$ cat src/rtl/sma_pkg.sv
// sma_pkg: shared types, field widths and codes of the size-matched storage allocator
// used by sma_csr, sma_cell and size_matched_storage_allocator
package sma_pkg;

   localparam int DEV_W      = 4;
   localparam int COLOR_W    = 4;
   localparam int COUNT_W    = 32;
   localparam int BYTES_W    = 34;
   localparam int SHIFT_W    = 3;
   localparam int HI_W       = BYTES_W + (2 ** SHIFT_W) - 1;
   localparam int STAMP_W    = 32;
   localparam int ID_W       = 6;
   localparam int STATUS_W   = 3;
   localparam int TOTAL_W    = 48;
   localparam int ADDR_W     = 4;
   localparam int DATA_W     = 32;

   localparam logic [TOTAL_W-1:0] TOTAL_MAX = {TOTAL_W{1'b1}};

   localparam int DEF_ENTRY_COUNT  = 64;
   localparam int DEF_DEVICE_COUNT = 16;
   localparam int DEF_COLOR_COUNT  = 16;

   // register indexes
   localparam logic [1:0] REG_REUSE_EN = 2'd0;
   localparam logic [1:0] REG_SHIFT    = 2'd1;
   localparam logic [1:0] REG_COLOR_EN = 2'd2;

   localparam logic               RST_REUSE_EN = 1'b1;
   localparam logic [SHIFT_W-1:0] RST_SHIFT    = 3'd4;
   localparam logic               RST_COLOR_EN = 1'b0;

   // result status codes
   localparam logic [STATUS_W-1:0] ST_REUSED   = 3'd0;
   localparam logic [STATUS_W-1:0] ST_NEW      = 3'd1;
   localparam logic [STATUS_W-1:0] ST_SCALAR   = 3'd2;
   localparam logic [STATUS_W-1:0] ST_EXTERNAL = 3'd3;
   localparam logic [STATUS_W-1:0] ST_FULL     = 3'd4;
   localparam logic [STATUS_W-1:0] ST_BAD_REL  = 3'd5;

   // entry update kinds
   localparam logic [1:0] CMD_NONE    = 2'd0;
   localparam logic [1:0] CMD_NEW     = 2'd1;
   localparam logic [1:0] CMD_REUSE   = 2'd2;
   localparam logic [1:0] CMD_RELEASE = 2'd3;

   typedef struct packed {
      logic [BYTES_W-1:0] size;
      logic [HI_W-1:0]    hi;
      logic [BYTES_W-1:0] lo;
      logic [DEV_W-1:0]   dev;
      logic [COLOR_W-1:0] color;
      logic               color_en;
      logic [STAMP_W-1:0] stamp;
   } sma_query_type;

   typedef struct packed {
      logic               up_valid;
      logic [BYTES_W-1:0] up_bytes;
      logic [STAMP_W-1:0] up_age;
      logic               dn_valid;
      logic [BYTES_W-1:0] dn_bytes;
      logic [STAMP_W-1:0] dn_age;
   } sma_token_type;

   typedef struct packed {
      logic [1:0]         kind;
      logic [DEV_W-1:0]   dev;
      logic [BYTES_W-1:0] bytes;
      logic [COLOR_W-1:0] color;
      logic [STAMP_W-1:0] stamp;
   } sma_cmd_type;

endpackage

$ cat src/rtl/sma_csr.sv
// sma_csr: configuration registers behind the apb-style port
// depends on sma_pkg
module sma_csr (
   input  logic                         clock,
   input  logic                         reset,
   input  logic                         psel,
   input  logic                         penable,
   input  logic                         pwrite,
   input  logic [sma_pkg::ADDR_W-1:0]   paddr,
   input  logic [sma_pkg::DATA_W-1:0]   pwdata,
   output logic [sma_pkg::DATA_W-1:0]   prdata,
   output logic                         pready,
   output logic                         reuse_en,
   output logic [sma_pkg::SHIFT_W-1:0]  match_shift,
   output logic                         color_en
);

   logic                        reuse_en_ff, reuse_en_in;
   logic [sma_pkg::SHIFT_W-1:0] shift_ff, shift_in;
   logic                        color_en_ff, color_en_in;
   logic                        wr;
   logic [1:0]                  reg_idx;

   assign pready  = 1'b1;
   assign wr      = psel && penable && pwrite;
   assign reg_idx = paddr[3:2];

   always_comb begin
      reuse_en_in = reuse_en_ff;
      shift_in    = shift_ff;
      color_en_in = color_en_ff;
      if (wr) begin
         unique case (reg_idx)
            sma_pkg::REG_REUSE_EN: reuse_en_in = pwdata[0];
            sma_pkg::REG_SHIFT:    shift_in    = pwdata[sma_pkg::SHIFT_W-1:0];
            sma_pkg::REG_COLOR_EN: color_en_in = pwdata[0];
            default: ;
         endcase
      end
   end

   always_comb begin
      unique case (reg_idx)
         sma_pkg::REG_REUSE_EN: prdata = sma_pkg::DATA_W'(reuse_en_ff);
         sma_pkg::REG_SHIFT:    prdata = sma_pkg::DATA_W'(shift_ff);
         sma_pkg::REG_COLOR_EN: prdata = sma_pkg::DATA_W'(color_en_ff);
         default:               prdata = '0;
      endcase
   end

   always_ff @(posedge clock) begin
      if (reset) begin
         reuse_en_ff <= sma_pkg::RST_REUSE_EN;
         shift_ff    <= sma_pkg::RST_SHIFT;
         color_en_ff <= sma_pkg::RST_COLOR_EN;
      end else begin
         reuse_en_ff <= reuse_en_in;
         shift_ff    <= shift_in;
         color_en_ff <= color_en_in;
      end
   end

   assign reuse_en    = reuse_en_ff;
   assign match_shift = shift_ff;
   assign color_en    = color_en_ff;

endmodule

$ cat config.mk
export PLATFORM = sky130hd
export DESIGN_NAME = sma_csr
export DESIGN_NICKNAME = d
export VERILOG_FILES = /design/src/rtl/sma_pkg.sv /design/src/rtl/sma_csr.sv
export SDC_FILE = /design/constraint.sdc
export NUM_CORES = 1
export LEC_CHECK = 0
export BUFFER_PORTS_ARGS = -buffer_cell sky130_fd_sc_hd__buf_2
export CORE_MARGIN = 2
export CORE_UTILIZATION = 32
export CTS_BUF_LIST = sky130_fd_sc_hd__clkbuf_4
export DETAILED_ROUTE_END_ITERATION = 10
export PLACE_DENSITY = 0.95
export SYNTH_ARGS = -nofsm -noshare
export SYNTH_HDL_FRONTEND = slang
export SYNTH_SLANG_ARGS = --single-unit
$ cat constraint.sdc
create_clock -name clock -period 1.5 [get_ports clock]
set_input_delay 0.375 -clock clock [delete_from_list [all_inputs] [get_ports clock]]
set_output_delay 0.375 -clock clock [all_outputs]
set_load 0.02 [all_outputs]
## Yosys cells after proc, flatten, opt, wreduce, memory -nomap -nowiden

Index checks and enable logic that the tools add are counted.

| word-level totals | value |
|---|---|
| register bits after elaboration | 5 |
| input port bits | 41 |
| output and inout bits | 38 |
| logic and storage cells | 12 |

| cells by class | value |
|---|---|
| eq/ne operators | 2 |
| muxes and demuxes | 1 |
| reductions and logical operators | 6 |

Operators by type and width:

| operator | count |
|---|---|
| 3-bit one-hot mux with 3 select lines | 1 |
| 2-bit AND reduction | 3 |
| 2-bit by 1-bit == test with 1-bit output, second input constant | 1 |
| 2-bit == test, second input constant | 1 |
| 1-bit logical AND | 2 |
| 2-bit logical NOT | 1 |

## Logic depth before layout (Yosys ltp)

Gate-level depths: netlist of run 1.

| depth | value |
|---|---|
| depth after elaboration | 3 |
| mapped depth | 3 |
| depth with buffers taken out | 3 |

## Worst setup path after synthesis of run 1

Ideal clock, no wire load.

| path | value |
|---|---|
| path kind | register to output |
| start | reg shift_ff (netlist bit match_shift[0]) |
| end | out prdata[0] (netlist name) |
| arrival time | 918 ps |
| required time | 1125 ps |
| setup slack | 207 ps |
| cell stages (with the launch flop) | 3 |
| buffers on the path | 0 |
| path through | dfxtp_1 > mux2i_1 > o22ai_1 |

| between the ends | value |
|---|---|
| longest elaborated chain between the ends | 1 |

Ends and longest elaborated chain:

| what | line | source |
|---|---|---|
| from (decl) | sma_csr.sv:19 | `logic [sma_pkg::SHIFT_W-1:0] shift_ff, shift_in;` |
| from (signal assigned) | sma_csr.sv:54 | `shift_ff <= sma_pkg::RST_SHIFT;` |
| from (signal assigned) | sma_csr.sv:58 | `shift_ff <= shift_in;` |
| 3-bit one-hot mux with 3 select lines | sma_csr.sv:43 | `unique case (reg_idx)` |
| to (decl) | sma_csr.sv:11 | `output logic [sma_pkg::DATA_W-1:0] prdata,` |

Every way passes these cells.

## Worst setup path after layout of run 1

| path | value |
|---|---|
| start | in paddr[2] (netlist name) |
| end | out prdata[1] (netlist name) |

| between the ends | value |
|---|---|
| longest elaborated chain between the ends | 2 |
| elaborated cells between the ends (all ways) | 4 |
| classes of those cells | 2 x eq/ne; 1 x mux; 1 x reduce/logical |

Ends and longest elaborated chain:

| what | line | source |
|---|---|---|
| from (decl) | sma_csr.sv:9 | `input logic [sma_pkg::ADDR_W-1:0] paddr,` |
| 2-bit == test, or another cell as far along | sma_csr.sv:43 |  |
| 3-bit one-hot mux with 3 select lines (*) | sma_csr.sv:43 |  |

Mark *: on every way between the ends. The rest lies on a longest branch, timed or not.

==> summary.md, run 1 <==
| Metric | Value |
|---|---|
| Run status | complete, no violations |
| CP Launch Type | input pin |
| FP Rows | 14 |
| Final worst path period share | 0.9205 |
| Drt pass-1 iters | 2 |
| Worst setup path category | input pin to output port |
| Yosys top cell by area | buf_4 |
| Clk buf depth | 2 |
| R2R Path Start | reuse_en |
| Post-cts gate resize count | 0 |
| Setup bufs post-CTS | 0 |
| CP Max Fanout | 6 |
| CTS Hold Bufs | 0 |
| First-pass GRT wire length | 1007 um |
| Initial Util | 0.3422 |
| Setup tns final | 0 ns |
| Area share of the largest cell type after synthesis | 0.4369 |
| Final net count | 123 |
| Ports | 79 |
| Clock-pin slew on the worst setup and hold paths | 0.04 ns |
| Yosys reg bits | 5 |
| CTS sink count | 5 |
| RSZ-0062 raised after global routing | false |
| Drt wl/cell | 7.454 um |
| Clock Latency Late Sink | 0.23 ns |
| Hold Worst Slack | 0.4046 ns |
| Gr ovfl total | 0 |
| Share of cells above drive strength 1 | 0.3086 |
| DP HPWL | 671.9 um |
| Pins Over Slew Limit | 0 |
| Cell count after synthesis | 62 |
| Core Region | 1506 um2 |
| Vias | 357 |
| Area of the mapped netlist | 515.5 um2 |
| Routed wire length | 723 um |
| Net Sw Power | 141.0 uW |
| Gr usage total | 0.07492 |
| Max Fclk | 724.3 MHz |
| CTS tree | built |
| Crit path capture type | output port |
| Layout fillers | 176 |
| Vias in the first global route | 276 |
| Initial antenna violation count | 0 |
| Unique cell type count in the Yosys netlist | 15 |
| Clock Skews | 0 ns |
| Final critical-path required period | 1.381 ns |
| Gpl congestion | 0.6105 |
| Sw Share | 0.3362 |
| Cts bufs inserted | 3 |
| Area Growth Syn to Fin | 3.641% |
| Max-Cap Viols | 0 |
| Iteration-0 DRC Markers | 1 |
| Largest net degree at the start of global routing | 10 |
| Height of the die | 44.14 um |
| Worst min path class | input pin to register |
| IO Port Bufs | 17 |
| Ys Warns | 0 |
| Final hold viol count | 0 |
| Worst setup path start | paddr[2] |
| Root Driver | clkbuf_4 |
| Clock Power Share | 0.397 |
| Comb pwr share | 0.277 |
| Die area | 1948 um2 |
| H-tree depth | 1 |
| Post-synthesis sequential area ratio | 0.1942 |
| Synth Area per Inst | 8.314 um2 |
| Seq pwr share | 0.325 |
| DRC | 0 |
| Detail Route Antenna Nets | 0 |
| Synth area leaders | buf_4, dfxtp_1, mux2i_1, nand2b_1, nor3b_4 |
| Die Wd | 44.14 um |
| Worst EP arrival | 1.01 ns |
| Antenna Diode Count | 0 |
| Hold path startpoint | pwdata[1] |
| LEAKAGE | 0.0002861 uW |
| Final setup fails | 0 |
| Vias per cell | 3.680 |
| Internal power | 278.3 uW |
| CP required | 1.12 ns |
| Power Density | 784.8 nW/um2 |
| Peak VDD IR | 0.0003422 V |
==> worst max-delay path, stage by stage <==
cell and delay, ns:
buf_2 0.14, and2b_2 0.20, and2_1 0.14, buf_2 0.15
==> cell type report <==
cell class	instances	area (um2)	area share
clock buffers	4	30.03	0.05621
repair buffers	18	92.59	0.1733
multi-input cells	54	291.5	0.5457
well taps	16	20.02	0.03747
flip-flops and latches	5	100.1	0.1874
==> layout by cell type (no fill, tap or decap) <==
master / instances
and2_1: 2
and2b_2: 1
buf_2: 17
buf_4: 1
clkbuf_4: 4
conb_1: 30
dfxtp_1: 5
mux2i_1: 6
nand2_1: 1
nand2b_1: 5
nand3_2: 1
nor2_1: 4
nor3_1: 1
nor3b_1: 1
nor3b_4: 1
o22ai_1: 1
==> metrics by stage <==
stage	instance area [um2]	total power, uW	cells	setup slack [ns]	utilization
after floorplan	620.6	289.4	90	0.2072	-
after global placement	504.2	252.8	93	0.1198	0.3347
after detailed placement	504.2	254.3	93	0.1130	0.3347
after CTS	534.3	429.6	97	0.1067	0.3547
after global routing	534.3	455.8	97	0.02670	0.3547
final	534.3	419.3	97	0.1193	0.3547
==> synth_stat cells, drive strengths merged <==
cell type / instances
buf: 30
mux2i: 6
dfxtp: 5
nand2b: 5
nor2: 4
and2: 2
conb: 2
nor3b: 2
and2b: 1
clkbuf: 1
nand2: 1
nand3: 1
nor3: 1
o22ai: 1
==> kinds of logic after synthesis <==
group,share of synthesized area
flip-flops,0.1942
multiplexers,0.1165
AO/OA/AOI/OAI,0.01214
AND/OR/NAND/NOR,0.2184
other,0.01457
buffers and inverters,0.4442
==> sequential cells by signal, indices dropped and copies added, names as in the netlist <==
name and cells:
match_shift 3, reuse_en 1, color_en 1
==> power by group through the flow <==
stage	clock [uW]	sequential [uW]	combinational, uW
after floorplan	0	141	149
after global placement	0	139	114
after detailed placement	0	139	116
after CTS	178	136	116
after global routing	194	136	126
final	167	136	116
==> path summary, 6_finish.rpt <==
check / to / slack (ns) / depth (start not counted)
worst min register to register: match_shift[1] / 0.48 / 2
worst min-delay path: match_shift[1] / 0.40 / 3
worst max-delay path: prdata[1] / 0.12 / 4
worst max register to register: reuse_en / 0.89 / 2
==> routing by layer <==
layer	wire, um	vias to the layer above	global-route usage
li1	-	174	-
met4	0	0	0.03636
met2	411	28	0.1471
met3	116	0	0.04898
met1	195	155	0.05211
met5	0	-	0
Note: power is estimated with default switching activity, not from simulation.
==> run 2: changes to the inputs <==
==> constraint.sdc (replaced) <==
create_clock -name clock -period 1.5 [get_ports clock]
set_input_delay 0.375 -clock clock [delete_from_list [all_inputs] [get_ports clock]]
set_output_delay 0.375 -clock clock [all_outputs]
set_load 0.1 [all_outputs]
==> summary.md, run 2 (same netlist as run 1, synthesis figures left out) <==
| Metric | Value |
|---|---|
| Run status | complete, no violations |
| Commonest non-fill, non-tap cell in the layout | conb_1 |
| DP HPWL | 763.8 um |
| Worst min path class | input pin to register |
| Die Wd | 44.14 um |
| Crit path capture type | output port |
| CP Max Fanout | 3 |
| Largest net degree at the start of global routing | 10 |
| CP required | 1.12 ns |
| Final critical-path required period | 1.465 ns |
| Final hold viol count | 0 |
| Layout fillers | 155 |
| DRC | 0 |
| Initial antenna violation count | 0 |
| Height of the die | 44.14 um |
| Share of cells above drive strength 1 | 0.4268 |
| Routed wire length | 826 um |
| Area Growth Syn to Fin | 22.57% |
| M2 GR Usage | 0.1559 |
| Max-Cap Viols | 0 |
| Max reg flops | 3 |
| RSZ-0062 raised after global routing | false |
| Worst EP arrival | 1.09 ns |
| LEAKAGE | 0.0003079 uW |
| Final worst-path setup slack | 0.03471 ns |
| Gr usage total | 0.08165 |
| Drt wl/cell | 8.429 um |
| Post-cts gate resize count | 0 |
| IO Port Bufs | 17 |
| Worst setup path category | input pin to output port |
| Clock Skews | 0 ns |
| CTS sink count | 5 |
| Power Density | 1167 nW/um2 |
| Clock Latency Late Sink | 0.24 ns |
| Ports | 79 |
| Iteration-0 DRC Markers | 3 |
| Fin util | 0.4194 |
| Detail Route Antenna Nets | 0 |
| Met1 usage | 0.07940 |
| Initial Util | 0.3422 |
| Root Driver | clkbuf_4 |
| Setup bufs post-CTS | 0 |
| Cts bufs inserted | 3 |
| Most frequent cells in the layout | conb_1, buf_2, mux2i_1, nand2b_1 |
| Vias per cell | 3.684 |
| Hold Worst Slack | 0.3970 ns |
| Reg2Reg Depth | 2 |
| Final setup fails | 0 |
| Max Fclk | 682.5 MHz |
| Drt pass-1 iters | 3 |
| Hold path depth | 3 |
| Dpl cell area | 601.8 um2 |
| First-pass GRT wire length | 1145 um |
| Die area | 1948 um2 |
| Pins Over Slew Limit | 0 |
| Clock-pin slew on the worst setup and hold paths | 0.05 ns |
| Vias | 361 |
| Setup tns final | 0 ns |
| Core Region | 1506 um2 |
| CTS Hold Bufs | 0 |
| Antenna Diode Count | 0 |
| CP Launch Type | input pin |
| Clk buf depth | 2 |
| Met3 Usage GRT | 0.03673 |
| Gpl congestion | 0.6331 |
| Final net count | 124 |
| DP Worst Slack | 0.02426 ns |
| FP Rows | 14 |
| Vias in the first global route | 296 |
| CTS tree | built |
| Final worst path period share | 0.9769 |
| Design Area, Final | 631.9 um2 |
| Peak VDD IR | 0.0004465 V |
| Top Usage Layer GRT | met2 |
| Gr ovfl total | 0 |
| H-tree depth | 1 |
run 2: cell count changes in the layout (fill, tap and decap cells not counted), sizes merged:
| cell | delta |
|---|---|
| buf | +1 |
run 2: metal layers:
layer	share of wire	vias to the layer above
li1	-	176
met1	0.34	153
met2	0.54	32
met3	0.12	0
met4	0	0
met5	0	-
run 2: layout make-up:
class / instances / area [um2] / area share
multi-input combinational: 54 / 322.8 / 0.5109
timing repair buffer: 19 / 145.1 / 0.2297
sequential: 5 / 113.9 / 0.1802
clock buffer: 4 / 30.03 / 0.04752
tap: 16 / 20.02 / 0.03168
run 2: worst paths after layout:
path	startpoint	end	slack [ns]
max	paddr[2]	prdata[0]	0.03
min	pwdata[1]	match_shift[1]	0.40
max reg2reg	match_shift[2]	match_shift[2]	0.86
min reg2reg	match_shift[1]	match_shift[1]	0.48
run 2: power by group:
group	internal, uW	switching, uW
logic	42.8	387
clock network	119	56.1
registers	130	1.64
total	292	445
run 2: per-stage QoR:
stage | cells | total power [uW]
after global routing | 98 | 764.0
after floorplan | 90 | 583.7
after global placement | 94 | 561.5
after detailed placement | 94 | 564.1
final | 98 | 737.1
after CTS | 98 | 745.3
run 2: worst max-delay path, cell delays in order:
cell,delay [ns]
buf_2,0.13
mux2i_4,0.19
o22ai_4,0.19
buf_12,0.19
