**src/rtl/sma_pkg.sv**
```systemverilog
// sma_pkg: shared types, field widths and codes of the size-matched storage allocator
// used by sma_csr, sma_cell and size_matched_storage_allocator
package sma_pkg;

   localparam int DEV_W      = 4;
   localparam int COLOR_W    = 4;
   localparam int COUNT_W    = 32;
   localparam int BYTES_W    = 34;
   localparam int SHIFT_W    = 3;
   localparam int HI_W       = BYTES_W + (2 ** SHIFT_W) - 1;
   localparam int STAMP_W    = 32;
   localparam int ID_W       = 6;
   localparam int STATUS_W   = 3;
   localparam int TOTAL_W    = 48;
   localparam int ADDR_W     = 4;
   localparam int DATA_W     = 32;

   localparam logic [TOTAL_W-1:0] TOTAL_MAX = {TOTAL_W{1'b1}};

   localparam int DEF_ENTRY_COUNT  = 64;
   localparam int DEF_DEVICE_COUNT = 16;
   localparam int DEF_COLOR_COUNT  = 16;

   // register indexes
   localparam logic [1:0] REG_REUSE_EN = 2'd0;
   localparam logic [1:0] REG_SHIFT    = 2'd1;
   localparam logic [1:0] REG_COLOR_EN = 2'd2;

   localparam logic               RST_REUSE_EN = 1'b1;
   localparam logic [SHIFT_W-1:0] RST_SHIFT    = 3'd4;
   localparam logic               RST_COLOR_EN = 1'b0;

   // result status codes
   localparam logic [STATUS_W-1:0] ST_REUSED   = 3'd0;
   localparam logic [STATUS_W-1:0] ST_NEW      = 3'd1;
   localparam logic [STATUS_W-1:0] ST_SCALAR   = 3'd2;
   localparam logic [STATUS_W-1:0] ST_EXTERNAL = 3'd3;
   localparam logic [STATUS_W-1:0] ST_FULL     = 3'd4;
   localparam logic [STATUS_W-1:0] ST_BAD_REL  = 3'd5;

   // entry update kinds
   localparam logic [1:0] CMD_NONE    = 2'd0;
   localparam logic [1:0] CMD_NEW     = 2'd1;
   localparam logic [1:0] CMD_REUSE   = 2'd2;
   localparam logic [1:0] CMD_RELEASE = 2'd3;

   typedef struct packed {
      logic [BYTES_W-1:0] size;
      logic [HI_W-1:0]    hi;
      logic [BYTES_W-1:0] lo;
      logic [DEV_W-1:0]   dev;
      logic [COLOR_W-1:0] color;
      logic               color_en;
      logic [STAMP_W-1:0] stamp;
   } sma_query_type;

   typedef struct packed {
      logic               up_valid;
      logic [BYTES_W-1:0] up_bytes;
      logic [STAMP_W-1:0] up_age;
      logic               dn_valid;
      logic [BYTES_W-1:0] dn_bytes;
      logic [STAMP_W-1:0] dn_age;
   } sma_token_type;

   typedef struct packed {
      logic [1:0]         kind;
      logic [DEV_W-1:0]   dev;
      logic [BYTES_W-1:0] bytes;
      logic [COLOR_W-1:0] color;
      logic [STAMP_W-1:0] stamp;
   } sma_cmd_type;

endpackage

```
**src/rtl/sma_cell.sv**
```systemverilog
// sma_cell: one table entry plus one stage of the best-match search chain
// depends on sma_pkg
module sma_cell #(
   parameter int IDX_W    = 6,
   parameter int CELL_IDX = 0
) (
   input  logic                  clock,
   input  logic                  reset,
   input  sma_pkg::sma_query_type query,
   input  sma_pkg::sma_cmd_type  cmd,
   input  logic [IDX_W-1:0]      cmd_idx,
   input  sma_pkg::sma_token_type tok_in,
   input  logic [IDX_W-1:0]      up_idx_in,
   input  logic [IDX_W-1:0]      dn_idx_in,
   output sma_pkg::sma_token_type tok_out,
   output logic [IDX_W-1:0]      up_idx_out,
   output logic [IDX_W-1:0]      dn_idx_out,
   output logic                  used,
   output logic                  free
);

   logic                          used_ff, used_in;
   logic                          free_ff, free_in;
   logic [sma_pkg::DEV_W-1:0]     dev_ff, dev_in;
   logic [sma_pkg::BYTES_W-1:0]   bytes_ff, bytes_in;
   logic [sma_pkg::COLOR_W-1:0]   color_ff, color_in;
   logic [sma_pkg::STAMP_W-1:0]   stamp_ff, stamp_in;
   sma_pkg::sma_token_type        tok_ff, tok_in_next;
   logic [IDX_W-1:0]              up_idx_ff, up_idx_in_next;
   logic [IDX_W-1:0]              dn_idx_ff, dn_idx_in_next;
   logic                          hit;
   logic                          elig;
   logic [sma_pkg::STAMP_W-1:0]   age;
   logic                          take_up, take_dn;

   assign hit = (cmd_idx == IDX_W'(CELL_IDX));

   always_comb begin
      used_in  = used_ff;
      free_in  = free_ff;
      dev_in   = dev_ff;
      bytes_in = bytes_ff;
      color_in = color_ff;
      stamp_in = stamp_ff;
      if (hit) begin
         unique case (cmd.kind)
            sma_pkg::CMD_NEW: begin
               used_in  = 1'b1;
               free_in  = 1'b0;
               dev_in   = cmd.dev;
               bytes_in = cmd.bytes;
            end
            sma_pkg::CMD_REUSE: begin
               free_in  = 1'b0;
               bytes_in = cmd.bytes;
            end
            sma_pkg::CMD_RELEASE: begin
               free_in  = 1'b1;
               color_in = cmd.color;
               stamp_in = cmd.stamp;
            end
            default: ;
         endcase
      end
   end

   // candidate compare against the best record handed in from the left
   always_comb begin
      elig = used_ff && free_ff && (dev_ff == query.dev) &&
             (!query.color_en || (color_ff == query.color));
      age  = query.stamp - stamp_ff;
      take_up = elig && (bytes_ff >= query.size) &&
                (sma_pkg::HI_W'(bytes_ff) <= query.hi) &&
                (!tok_in.up_valid || (bytes_ff < tok_in.up_bytes) ||
                 ((bytes_ff == tok_in.up_bytes) && (age > tok_in.up_age)));
      take_dn = elig && (bytes_ff >= query.lo) && (bytes_ff < query.size) &&
                (!tok_in.dn_valid || (bytes_ff > tok_in.dn_bytes) ||
                 ((bytes_ff == tok_in.dn_bytes) && (age < tok_in.dn_age)));
      tok_in_next    = tok_in;
      up_idx_in_next = up_idx_in;
      dn_idx_in_next = dn_idx_in;
      if (take_up) begin
         tok_in_next.up_valid = 1'b1;
         tok_in_next.up_bytes = bytes_ff;
         tok_in_next.up_age   = age;
         up_idx_in_next       = IDX_W'(CELL_IDX);
      end
      if (take_dn) begin
         tok_in_next.dn_valid = 1'b1;
         tok_in_next.dn_bytes = bytes_ff;
         tok_in_next.dn_age   = age;
         dn_idx_in_next       = IDX_W'(CELL_IDX);
      end
   end

   always_ff @(posedge clock) begin
      if (reset) begin
         used_ff <= 1'b0;
         free_ff <= 1'b0;
      end else begin
         used_ff <= used_in;
         free_ff <= free_in;
      end
   end

   always_ff @(posedge clock) begin
      dev_ff    <= dev_in;
      bytes_ff  <= bytes_in;
      color_ff  <= color_in;
      stamp_ff  <= stamp_in;
      tok_ff    <= tok_in_next;
      up_idx_ff <= up_idx_in_next;
      dn_idx_ff <= dn_idx_in_next;
   end

   assign tok_out    = tok_ff;
   assign up_idx_out = up_idx_ff;
   assign dn_idx_out = dn_idx_ff;
   assign used       = used_ff;
   assign free       = free_ff;

endmodule

```
**config.mk**
```make
export PLATFORM = sky130hd
export DESIGN_NAME = sma_cell
export DESIGN_NICKNAME = d
export VERILOG_FILES = /design/src/rtl/sma_pkg.sv /design/src/rtl/sma_cell.sv
export SDC_FILE = /design/constraint.sdc
export NUM_CORES = 1
export LEC_CHECK = 0
export BUFFER_PORTS_ARGS = -buffer_cell sky130_fd_sc_hd__buf_2
export CORE_AREA = 2 2 207 209
export CTS_CLUSTER_SIZE = 40
export DETAILED_ROUTE_END_ITERATION = 7
export DIE_AREA = 0 0 209 211
export HOLD_SLACK_MARGIN = 0.05
export PLACE_DENSITY_LB_ADDON = 0.12
export SETUP_SLACK_MARGIN = 0.15
export SLEW_MARGIN = 20
export SYNTH_ARGS = -nofsm -noshare
export SYNTH_HDL_FRONTEND = slang
export SYNTH_SLANG_ARGS = --single-unit
```
**constraint.sdc**
```tcl
create_clock -name clock -period 10.67 [get_ports clock]
set_input_delay 2.134 -clock clock [delete_from_list [all_inputs] [get_ports clock]]
set_output_delay 2.134 -clock clock [all_outputs]
set_load 0.03 [all_outputs]
```
## Yosys cells after proc, flatten, opt, wreduce, memory -nomap -nowiden

Index checks and enable logic that the tools add are counted.

- Add/subtract/negate cells: 1
- Order comparisons: 8
- Equality and inequality tests: 7
- Mux-type cells: 3
- Reductions and logical operators: 26

Operators with widths:

| operator | count |
|---|---|
| 2-to-1 mux 66 bit | 2 |
| == test 34 bit | 2 |
| greater-or-equal comparator 34 bit | 2 |
| less-than comparator 34 bit | 2 |
| less-or-equal comparator 34 x 41 -> 1 bit | 1 |
| > comparator 34 bit | 1 |
| > comparator 32 bit | 1 |
| less-than comparator 32 bit | 1 |
| subtractor 32 bit | 1 |
| logical AND 1 bit | 11 |
| == test 4 bit | 2 |
| AND reduction 2 bit | 4 |
| zero test 6 bit | 1 |
| logical OR 1 bit | 5 |
| == test 2 bit (second input constant) | 2 |
| zero test 1 bit | 3 |
| == test 2 x 1 -> 1 bit (second input constant) | 1 |
| case mux 1 bit (2 select lines) | 1 |
| nonzero test 2 bit | 1 |
| OR reduction 2 bit | 1 |

- Bits in registers: 222
- Input port bits: 380
- Output and inout port bits: 148
- Word-level logic and storage cells: 59

## Depth between registers and ports, before layout

Gate-level depths: netlist (run 1).

- Depth in word-level cells: 7
- Depth in mapped cells: 21
- Depth with buffers taken out: 20

## Worst setup path after synthesis (run 1)

Ideal clock, no wire load.

- Path kind: in2reg
- From: input query[0] in the netlist's numbering
- To: register tok_ff, in the netlist tok_out[10]
- Library setup time: 0.121 ns
- Arrival: 6.436 ns
- Data required time: 10.549 ns
- Path slack: 4.113 ns
- Cell stages on the path: 21
- Path buffers: 1
- Path through: inv_1 > ha_1 > inv_1 > fa_1 > a21oi_1 > o2bb2ai_1 > o221ai_1 > o311ai_0 > o21ai_0 > a21oi_1 > a311oi_1 > ha_1 > nand4_1 > nor2_1 > nand2_1 > nor2_1 > o41a_1 > a2111o_1 > a211oi_4 > buf_6 > mux2_2

RTL lines:

| item | RTL line | source |
|---|---|---|
| start: declaration | sma_cell.sv:9 | `input sma_pkg::sma_query_type query,` |
| end signal: assignment | sma_cell.sv:111 | `tok_ff <= tok_in_next;` |
| end: declaration | sma_cell.sv:28 | `sma_pkg::sma_token_type tok_ff, tok_in_next;` |

==> results of run 1 <==
## cell families after synthesis
logic type | after synthesis
multiplexers | 133
buffers and inverters | 293
XOR/XNOR | 37
AO/OA/AOI/OAI | 290
flip-flops | 222
adder cells (fa/ha/maj) | 268
AND/OR/NAND/NOR | 233
## metrics by stage
stage	hold slack, ns	setup WS, ns	cell area (µm²)	power, mW	utilization (%)
floorplan	0.495	4.11	14700	1.20	-
global placement	0.481	2.73	17900	1.37	42.8
detailed placement	0.496	2.61	17900	1.38	42.8
CTS	0.509	3.19	18800	2.36	45.1
global route	0.548	2.76	18800	2.45	45.1
finish	0.511	3.17	18900	2.33	45.1
## cell type report
| cell class | instances | share of cell area (%) |
|---|---|---|
| clock buffer | 35 | 4.07 |
| antenna | 6 | 0.0796 |
| tap | 539 | 3.58 |
| clock inverter | 17 | 0.956 |
| timing repair buffer | 533 | 14.2 |
| multi-input combinational | 961 | 44.1 |
| inverter | 275 | 5.48 |
| sequential | 222 | 27.5 |
## how the worst max path moves through the flow
stage,from,depth (start not counted),endpoint
after floorplan,query[0],21,tok_out[10]
after global placement,query[0],20,tok_out[123]
after detailed placement,query[0],20,tok_out[128]
after CTS,query[0],20,tok_out[124]
after global routing,query[0],20,tok_out[124]
final,query[0],20,tok_out[128]
## routing by layer
| metal | vias up | GRT usage [%] |
|---|---|---|
| li1 | 6350 | - |
| met1 | 5896 | 27.5 |
| met2 | 414 | 39.4 |
| met3 | 88 | 5.28 |
| met4 | 10 | 7.91 |
| met5 | - | 0 |
## worst max-delay path, cell delays in order
cell,delay [ns]
buf_2,0.08
inv_1,0.03
ha_1,0.22
inv_1,0.07
fa_1,0.20
a21oi_1,0.10
o2bb2ai_1,0.26
o221ai_1,0.32
o311ai_0,0.80
o21ai_0,0.33
and2_1,0.24
a311oi_1,0.52
ha_1,0.22
nand4_1,0.17
nor4_1,0.66
o41ai_1,0.31
a221oi_1,0.36
o211ai_1,0.14
buf_4,0.38
mux2_2,0.37
## state kept, by name, indices dropped and copies added (netlist names)
| signal | cells |
|---|---|
| dev_ff | 4 |
| tok_out | 134 |
| stamp_ff | 32 |
| bytes_ff | 34 |
| used | 1 |
| color_ff | 4 |
| free | 1 |
| dn_idx_out | 6 |
| up_idx_out | 6 |
## placed cells by master, fill, tap and decap left out, drive strengths merged, types with 3 or more instances in the layout
cell type,n
nor2b,25
or2,3
nor3,13
clkbuf,35
a21oi,99
xnor2,17
a21o,65
o21a,3
or4,3
nor2,35
nand2,37
nor4,12
o2111ai,3
o21ai,43
a211oi,11
a31oi,7
mux2,130
nand2b,11
inv,276
o31ai,6
xor2,20
edfxtp,74
nand3,25
clkinvlp,6
clkinv,8
and4,3
and2,11
dfxtp,148
a211o,5
nand4,48
o211ai,11
buf,533
mux2i,3
diode,6
ha,267
o21bai,4
a2111oi,4
and3,5
a21boi,3
a221oi,5
## power by group
group | switching (mW) | internal, mW | leakage (nW)
Sequential | 0.0127 | 0.904 | 1.91
Combinational | 0.256 | 0.188 | 7.55
Clock | 0.409 | 0.562 | 0.445
Total | 0.678 | 1.65 | 9.91
==> metrics.txt, run 1 <==
post-synthesis register bit count between 200 and 250; Worst Tran Pin Value 0.951 ns; top cells by count, synth inv_1 (275), ha_1 (267), dfxtp_1 (148); reg-to-reg critical path endpoint tok_out[128]; layout cell share with drive strength beyond 1 around 34%; most frequent cell after synthesis inv_1; DP HPWL around 43 mm; post-synthesis async set-or-reset flop share 0%; Synth Area in XOR/XNOR 2.21%; reg-to-reg critical path startpoint stamp_ff[0]; clock-pin slew on the worst setup and hold paths 0.06 ns; Cell variety after synth 61; unrepaired setup endpoints after global routing false; normalized max-slew margin 36.2%; status completed; cell count after synthesis around 1500; Post-CTS Setup Inserts 0; GRT Total Usage 22.7%; R2R depth 18; Core ar. 0.0418 mm²; initial antenna violation count 10; fillers around 4200; combinational family with the most area after synthesis adder cells; 1st-pass router iterations 4; Synth Area in Compound Gates 12.9%; Max FO, Critical Path 49; Max Cap Violations 0; VDD IR max 0.113 mV; Final #Nets 2669; Worst EP required between 10 and 15 ns; worst hold endpoint used; setup TNS 0 ns; Placed Instances approximately 2500; GPL Wtd Cong 0.879; met2 WL 24.4 mm; Seq/Total Area, Yosys a little over a third; grt ovf 0; Remaining DRCs 0; die width 209 µm; setup violators final 0; drt wl/cell about 20 µm; hold path depth 2; Final ANT Viol Nets 0; hold crit path type reg -> reg; met3 WL post-DR 3.49 mm; Yosys top cell area share 22.8%; Die Area 0.0441 mm²; CP Capture Type flip-flop; CP startpoint kind input pin; area occupied by multi-input gates 0.00832 mm²; fmax 133 MHz; Post-Syn Area 0.0147 mm²; cell row count 75; port bufs 527; leakage between 9 and 10 nW; clk root buf clkbuf_16; Post-synth EDFFs 74; clk buf depth 3; area occupied by registers about 0.0052 mm²; IO Pins 528; crit path kind in -> reg; Layout area overhead 28.6%; Final Slew Violations 0; final number of hold-violating endpoints 0; prevailing post-synth register cell dfxtp_1; die height 211 µm; initial DRC count 454; mux contribution to synthesized area 10.2%; simple-gate portion of the synthesized area 8.51%; first-pass GRT wire length 76.1 mm; Power Density about 120 mW/mm²; Vias 12800; Clock Skew 0.0153 ns; H-tree depth 1; adder-cell share of the synthesized area 22.9%; reg2reg setup slack 4.36 ns; pin count of the biggest net entering global routing 50; met1 wire length around 22 mm; clock sinks between 200 and 250; synth top area cells ha_1 (23%), dfxtp_1 (20%), edfxtp_1 (15%), mux2_2 (8.8%), inv_1 (7.0%); HP Start used; Starting Density 35.1%; Mapped Avg Cell Area 9.93 µm²; Via-to-Cell Ratio 4.93; DR top layer met5; Tmin final approximately 7.5 ns; yosys warns 0; fin cells around 2600; Worst EP arrival ~8 ns; vias in the first global route between 10000 and 15000; Yosys top cell by area ha_1; Final Cycle Share 70.3%; Num CTS Buffers 28; Routed Wire Length 51.2 mm; cts hold-fix bufs 0; post-CTS resize count 0; Post-Synthesis Net Count 2124; CTS tree yes; Clock Latency Late Sink ~0.58 ns
No activity file was read; power rests on OpenSTA's default activity.
==> run 2: changes to the inputs <==
Settings changed: ABC_AREA set to 1, CORE_AREA 2 2 207 209 to 2 2 203 205, DIE_AREA 0 0 209 211 to 0 0 205 207.
Clock period 10.67 ns to 7.44 ns, I/O delays scaled along.
==> run 2 against run 1 <==
First-iteration DRC count grew 93%. Sequential share of layout area decreased by 1.7 points. Utilization increased by 4.6 points. Wire length is 18% higher. Cell count is 27% higher. Non-clock buffer count rose by 1. Clock-buffer cell count is 5 higher. Setup slack worse by 1.0 ns. Via count up 27%. Worst hold slack gained 0.010 ns.
==> metrics.txt, run 2 <==
post-synthesis async set-or-reset flop share 0%; slowest stage cell, crit path nand3_4; CP startpoint kind input pin; Routed Wire Length 60.7 mm; pin count of the biggest net entering global routing 73; Remaining DRCs 0; Post-CTS Setup Inserts 0; fin area 0.0201 mm²; hold crit path type reg -> reg; Post-Synthesis Net Count 2863; Mapped Avg Cell Area ~7.2 µm²; met3 WL post-DR 3.54 mm; Post-Syn Area 0.0160 mm²; initial DRC count roughly 880; leakage 11.5 nW; drt wl/cell 18.4 µm; Final Slew Violations 0; setup TNS 0 ns; Die Area 0.0424 mm²; Comb pwr share a little over a fifth; cell count after synthesis 2215; IO Pins 528; Final Cycle Share 71.2%; Crit. path cell count 26; Final Total Pwr roughly 3.3 mW; Worst EP required a little under 8 ns; Buf/Inv on CP 4; reg-to-reg critical path endpoint up_idx_out[0]; cts hold-fix bufs 0; Worst Tran Pin Value 1.03 ns; Critical Path Source query[0]; commonest non-fill, non-tap cell in the layout nand2_1; most frequent cell after synthesis nand2_1; Seq/Total Area, Yosys ~32%; initial antenna violation count 9; yosys warns 0; post-synthesis register bit count 222; Yosys top cell by area ha_1; reg2reg setup slack 2.84 ns; port bufs around 530; Placed Area roughly 0.019 mm²; clk root buf clkbuf_16; setup violators final 0; die height 207 µm; clock-pin slew on the worst setup and hold paths roughly 0.06 ns; DR top layer met5; clock sinks roughly 220; final number of hold-violating endpoints 0; Clock Latency Late Sink 0.56 ns; part of the power in registers between 30% and 40%; status completed; met2 WL 30.2 mm; 1st-pass router iterations 7; Clock Skew 0.0135 ns; grt ovf 0; Cell variety after synth 36; Max FO, Critical Path 68; sw frac 30.5%; GRT Total Usage 27.8%; die width roughly 200 µm; delay-heaviest family, CP simple AND/OR/NAND/NOR gates; vias in the first global route ~16000; DP HPWL roughly 50 mm; Max Cap Violations 0; GPL Wtd Cong between 0.9 and 1; Via-to-Cell Ratio between 4 and 5; R2R depth 19; Num CTS Buffers 27; Vias 16200; synth top area cells ha_1 (21%), dfxtp_1 (19%), nand2_1 (15%), edfxtp_1 (14%), inv_1 (9.1%); crit path to up_idx_out[0]; Final #Nets between 3000 and 4000; Clk pwr share 39.2%; met1 wire length about 25 mm; Starting Density 39.6%; max incr delay on CP between 0.6 and 0.7 ns; Yosys top cell area share 20.9%; CTS tree yes; Post-synth EDFFs between 70 and 80; Power Density 166 mW/mm²; prevailing post-synth register cell dfxtp_1; Psw 1.02 mW; CP Capture Type flip-flop; Layout area overhead 25.7%; Core ar. 0.0404 mm²; Worst EP arrival 5.73 ns; reg-to-reg critical path startpoint stamp_ff[19]; crit path kind in -> reg; CP most frequent cell nand2_1; H-tree depth 1; clk buf depth 3; Tmin final between 5 and 6 ns; cell row count 74; layout cell share with drive strength beyond 1 21.3%; first-pass GRT wire length 90.5 mm; fillers 4160; max FFs per register 134; Final ANT Viol Nets 0; normalized max-slew margin 31.3%; post-CTS resize count 0; fmax 189 MHz; internal power about 2.3 mW; commonest non-fill, non-tap cells in the layout nand2_1 (645), buf_2 (527), inv_1 (388), ha_1 (267), nand3_1 (191); top cells by count, synth nand2_1 (647), inv_1 (388), ha_1 (267); VDD IR max 0.162 mV; unrepaired setup endpoints after global routing false
-- run 2: changes by cell type in the layout (fill, tap and decap cells not counted), sizes merged, moves of 11 or more --
| cell | change |
|---|---|
| a21oi | +27 |
| nand2 | +610 |
| o211ai | -11 |
| nor2 | +125 |
| nand4 | -23 |
| inv | +114 |
| nor2b | -25 |
| nand2b | -11 |
| nand3 | +168 |
| a21o | -56 |
| mux2 | -130 |
-- run 2: routing by layer --
layer  vias up  global-route usage (%)
met5         -                       0
met4         4                    9.18
met3       109                    3.87
met2       533                    50.7
met1      7371                    33.2
li1       8160                       -
-- run 2: how the worst min path moves through the flow --
stage	startpoint	end	slack (ns)	cells after the start
6_report	free	free	0.52	2
5_1_grt	used	used	0.56	2
4_1_cts	free	free	0.52	2
3_5_place_dp	free	free	0.52	2
3_3_place_gp	used	used	0.50	2
2_1_floorplan	bytes_ff[0]	tok_out[99]	0.50	2
-- run 2: per-stage QoR --
stage / utilization (%) / worst slack, ns / cells / hold slack, ns
after global routing: 49.7 / 1.58 / 3293 / 0.563
after global placement: 47.5 / 1.57 / 3239 / 0.499
after CTS: 49.7 / 2.13 / 3289 / 0.525
after detailed placement: 47.5 / 1.52 / 3239 / 0.517
after floorplan: - / 2.96 / 2215 / 0.496
final: 49.7 / 2.14 / 3297 / 0.521
-- run 2: tightest hold or removal path, cell delays in order (launching register included) --
cell,delay [ns]
dfxtp_1,0.33
nor2_1,0.10
a211oi_1,0.05
-- run 2: final cells by class --
class	instances	area, µm²	share of cell area [%]
inverters	389	1460	7.27
multi-input cells	1562	9180	45.7
repair buffers	534	2690	13.4
diodes	8	20.0	0.0997
well taps	532	666	3.32
flip-flops and latches	222	5180	25.8
clock inverters	10	86.3	0.430
clock buffers	40	787	3.92
-- run 2: power groups by stage --
stage / clock (mW) / combinational (mW) / sequential (mW)
after floorplan: 0 / 0.330 / 1.42
after global placement: 0 / 0.699 / 1.34
after detailed placement: 0 / 0.708 / 1.34
after CTS: 1.33 / 0.713 / 1.32
after global routing: 1.38 / 0.794 / 1.32
final: 1.31 / 0.713 / 1.32
-- run 2: cell families (layout without fill, tap and decap cells) --
family | count (synthesis) | after routing | share of synthesized area, %
simple gates | 1064 | 1064 | 27.6
buf+inv | 431 | 973 | 10.4
fa+ha+maj | 268 | 268 | 21.0
flops | 222 | 222 | 32.5
compound gates | 204 | 204 | 7.13
xor+xnor | 26 | 26 | 1.43
other cells | 0 | 8 | 0
==> run 3: changes to the inputs <==
Settings changed: ABC_AREA 1 to 0, CORE_AREA 2 2 203 205 to 2 2 207 209, DIE_AREA 0 0 205 207 to 0 0 209 211.
Clock period 7.44 ns to 5.2 ns, I/O delays scaled along.
==> run 3 against run 2 <==
Utilization grew 1.6 points. Cell count shrank 16%. Global-route usage shrank 4.1 points. Critical path depth shrank 3. Worst hold slack gained 0.014 ns. Die area grew 3.9%. Wire length shrank 8.8%. Flip-flop and latch count is the same. Setup slack lost 2.0 ns. Sequential power grew 42%. Clock-buffer cell count shrank 7. Sequential share of layout area shrank 1.7 points.
==> metrics.txt, run 3 (same netlist as run 1, synthesis figures left out) <==
reg-to-reg critical path startpoint stamp_ff[4]; Max FO, Critical Path 6; GPL Wtd Cong 0.881; clk buf depth 3; initial DRC count 585; Worst Tran Pin Value around 1.0 ns; port bufs 527; status completed; final number of hold-violating endpoints 0; normalized max-slew margin 30.1%; Power Density ~230 mW/mm²; cell row count 75; commonest non-fill, non-tap cell in the layout buf_2; die height 211 µm; HP Start used; area occupied by multi-input gates 0.00924 mm²; IO Pins 528; Tmin final 5.07 ns; Placed Area 0.0191 mm²; CP Capture Type flip-flop; Starting Density between 30% and 40%; Fin Hold WS roughly 0.53 ns; 1st-pass router iterations 5; CTS tree yes; critical path cell sequence buf_2 -> ha_4 -> a21oi_2 -> nand2_1 -> a221oi_4 -> a21boi_4 -> o211a_1 -> or3_4 -> a211o_1 -> buf_6 -> ha_4 -> nand4_1 -> nor2_2 -> nand2_2 -> nor2_2 -> o41a_1 -> a2111o_1 -> a211oi_4 -> buf_12 -> buf_12 -> buf_12 -> buf_12 -> mux2_4; cts hold-fix bufs 0; Final Total Pwr 4.96 mW; final setup margin 0.128 ns; Via-to-Cell Ratio 4.90; CP startpoint kind input pin; die width about 210 µm; fin cells 2757; crit path kind in -> reg; Max Cap Violations 0; hold crit path type reg -> reg; R2R depth 22; max incr delay on CP 0.41 ns; fmax 197 MHz; reg2reg setup slack roughly 0.28 ns; Critical Path Source query[13]; drt wl/cell ~20 µm; Final Cycle Share 97.5%; Clock Skew 0.0275 ns; fillers 3946; setup violators final 0; Clock Latency Late Sink 0.56 ns; Final #Nets between 2000 and 3000; DP HPWL between 40 and 50 mm; Die Area approximately 0.044 mm²; CP most frequent cell buf_12; H-tree depth 1; Worst EP required 5.64 ns; first-pass GRT wire length 79.7 mm; initial antenna violation count 20; reg-to-reg critical path endpoint tok_out[1]; Core ar. 0.0418 mm²; clock sinks 222; Final ANT Viol Nets 0; Vias 13500; unrepaired setup endpoints after global routing true; crit path to tok_out[1]; vias in the first global route 14000; leakage ~11 nW; clock-pin slew on the worst setup and hold paths 0.06 ns; Final Util 51.4%; max FFs per register between 100 and 150; grt ovf 0; GRT Total Usage 23.7%; clk root buf clkbuf_16; area occupied by registers between 0.005 and 0.006 mm²; Routed Wire Length 55.4 mm; setup TNS 0 ns; Remaining DRCs 0; slowest stage cell, crit path or3_4; hold path depth 2; Layout area overhead 46.3%; VDD IR max a little over 0.2 mV; Num CTS Buffers 27; Worst EP arrival 5.52 ns; fin area 0.0214 mm²; pre-CTS setup slack -0.777 ns; layout cell share with drive strength beyond 1 42.9%; commonest non-fill, non-tap cells in the layout buf_2 (524), inv_1 (273), ha_1 (247), dfxtp_1 (148), buf_4 (134); Final Slew Violations 0; Placed Instances 2647; pin count of the biggest net entering global routing 37
-- run 3: cell count changes in the layout (fill, tap and decap cells not counted), sizes merged, moves of 11 or more --
cell | before | now
nand2 | 647 | 37
nand3 | 193 | 25
buf | 534 | 695
mux2 | 0 | 130
nor2 | 160 | 35
inv | 390 | 276
a21o | 9 | 65
a21oi | 126 | 99
nor2b | 0 | 25
nand4 | 25 | 48
nand2b | 0 | 11
o211ai | 0 | 11
-- run 3: area by class of cell --
cell class	instances	area share [%]
flip-flops and latches	222	24.2
clock buffers	33	3.35
multi-input cells	961	43.1
clock inverters	16	0.863
diodes	11	0.128
repair buffers	700	20.4
well taps	539	3.14
inverters	275	4.82
-- run 3: how the worst min path moves through the flow --
stage | endpoint | slack, ns
2_1_floorplan | tok_out[99] | 0.49
3_3_place_gp | used | 0.51
3_5_place_dp | used | 0.53
4_1_cts | used | 0.54
5_1_grt | used | 0.57
6_report | used | 0.53
-- run 3: routing by layer --
metal | wire (µm) | GRT usage, % | up-vias
met2 | 27600 | 42.1 | 397
met4 | 1240 | 6.95 | 12
met1 | 23300 | 28.7 | 6349
met3 | 3190 | 5.20 | 70
li1 | - | - | 6673
met5 | 83 | 0 | -
-- run 3: power breakdown --
group | leakage, nW | switching [mW] | internal [mW]
combinational | 8.99 | 0.589 | 0.530
clock | 0.442 | 0.780 | 1.18
sequential | 1.91 | 0.0243 | 1.85
-- run 3: critical path, delay by kind of cell --
family | cells | cell delay, ns
adders and majority gates | 2 | 0.49
and+or+nand+nor | 6 | 0.87
muxes | 1 | 0.29
AOI/OAI and AO/OA | 8 | 2.01
buffers and inverters | 6 | 0.78
-- run 3: timing repair --
action | 4_1_cts | 5_1_grt
setup endpoints to repair | 145 | 145
gates resized for setup | 64 | 106
buffers inserted | 26 | 15
cloned | 2 | 7
pin swaps | 35 | 37
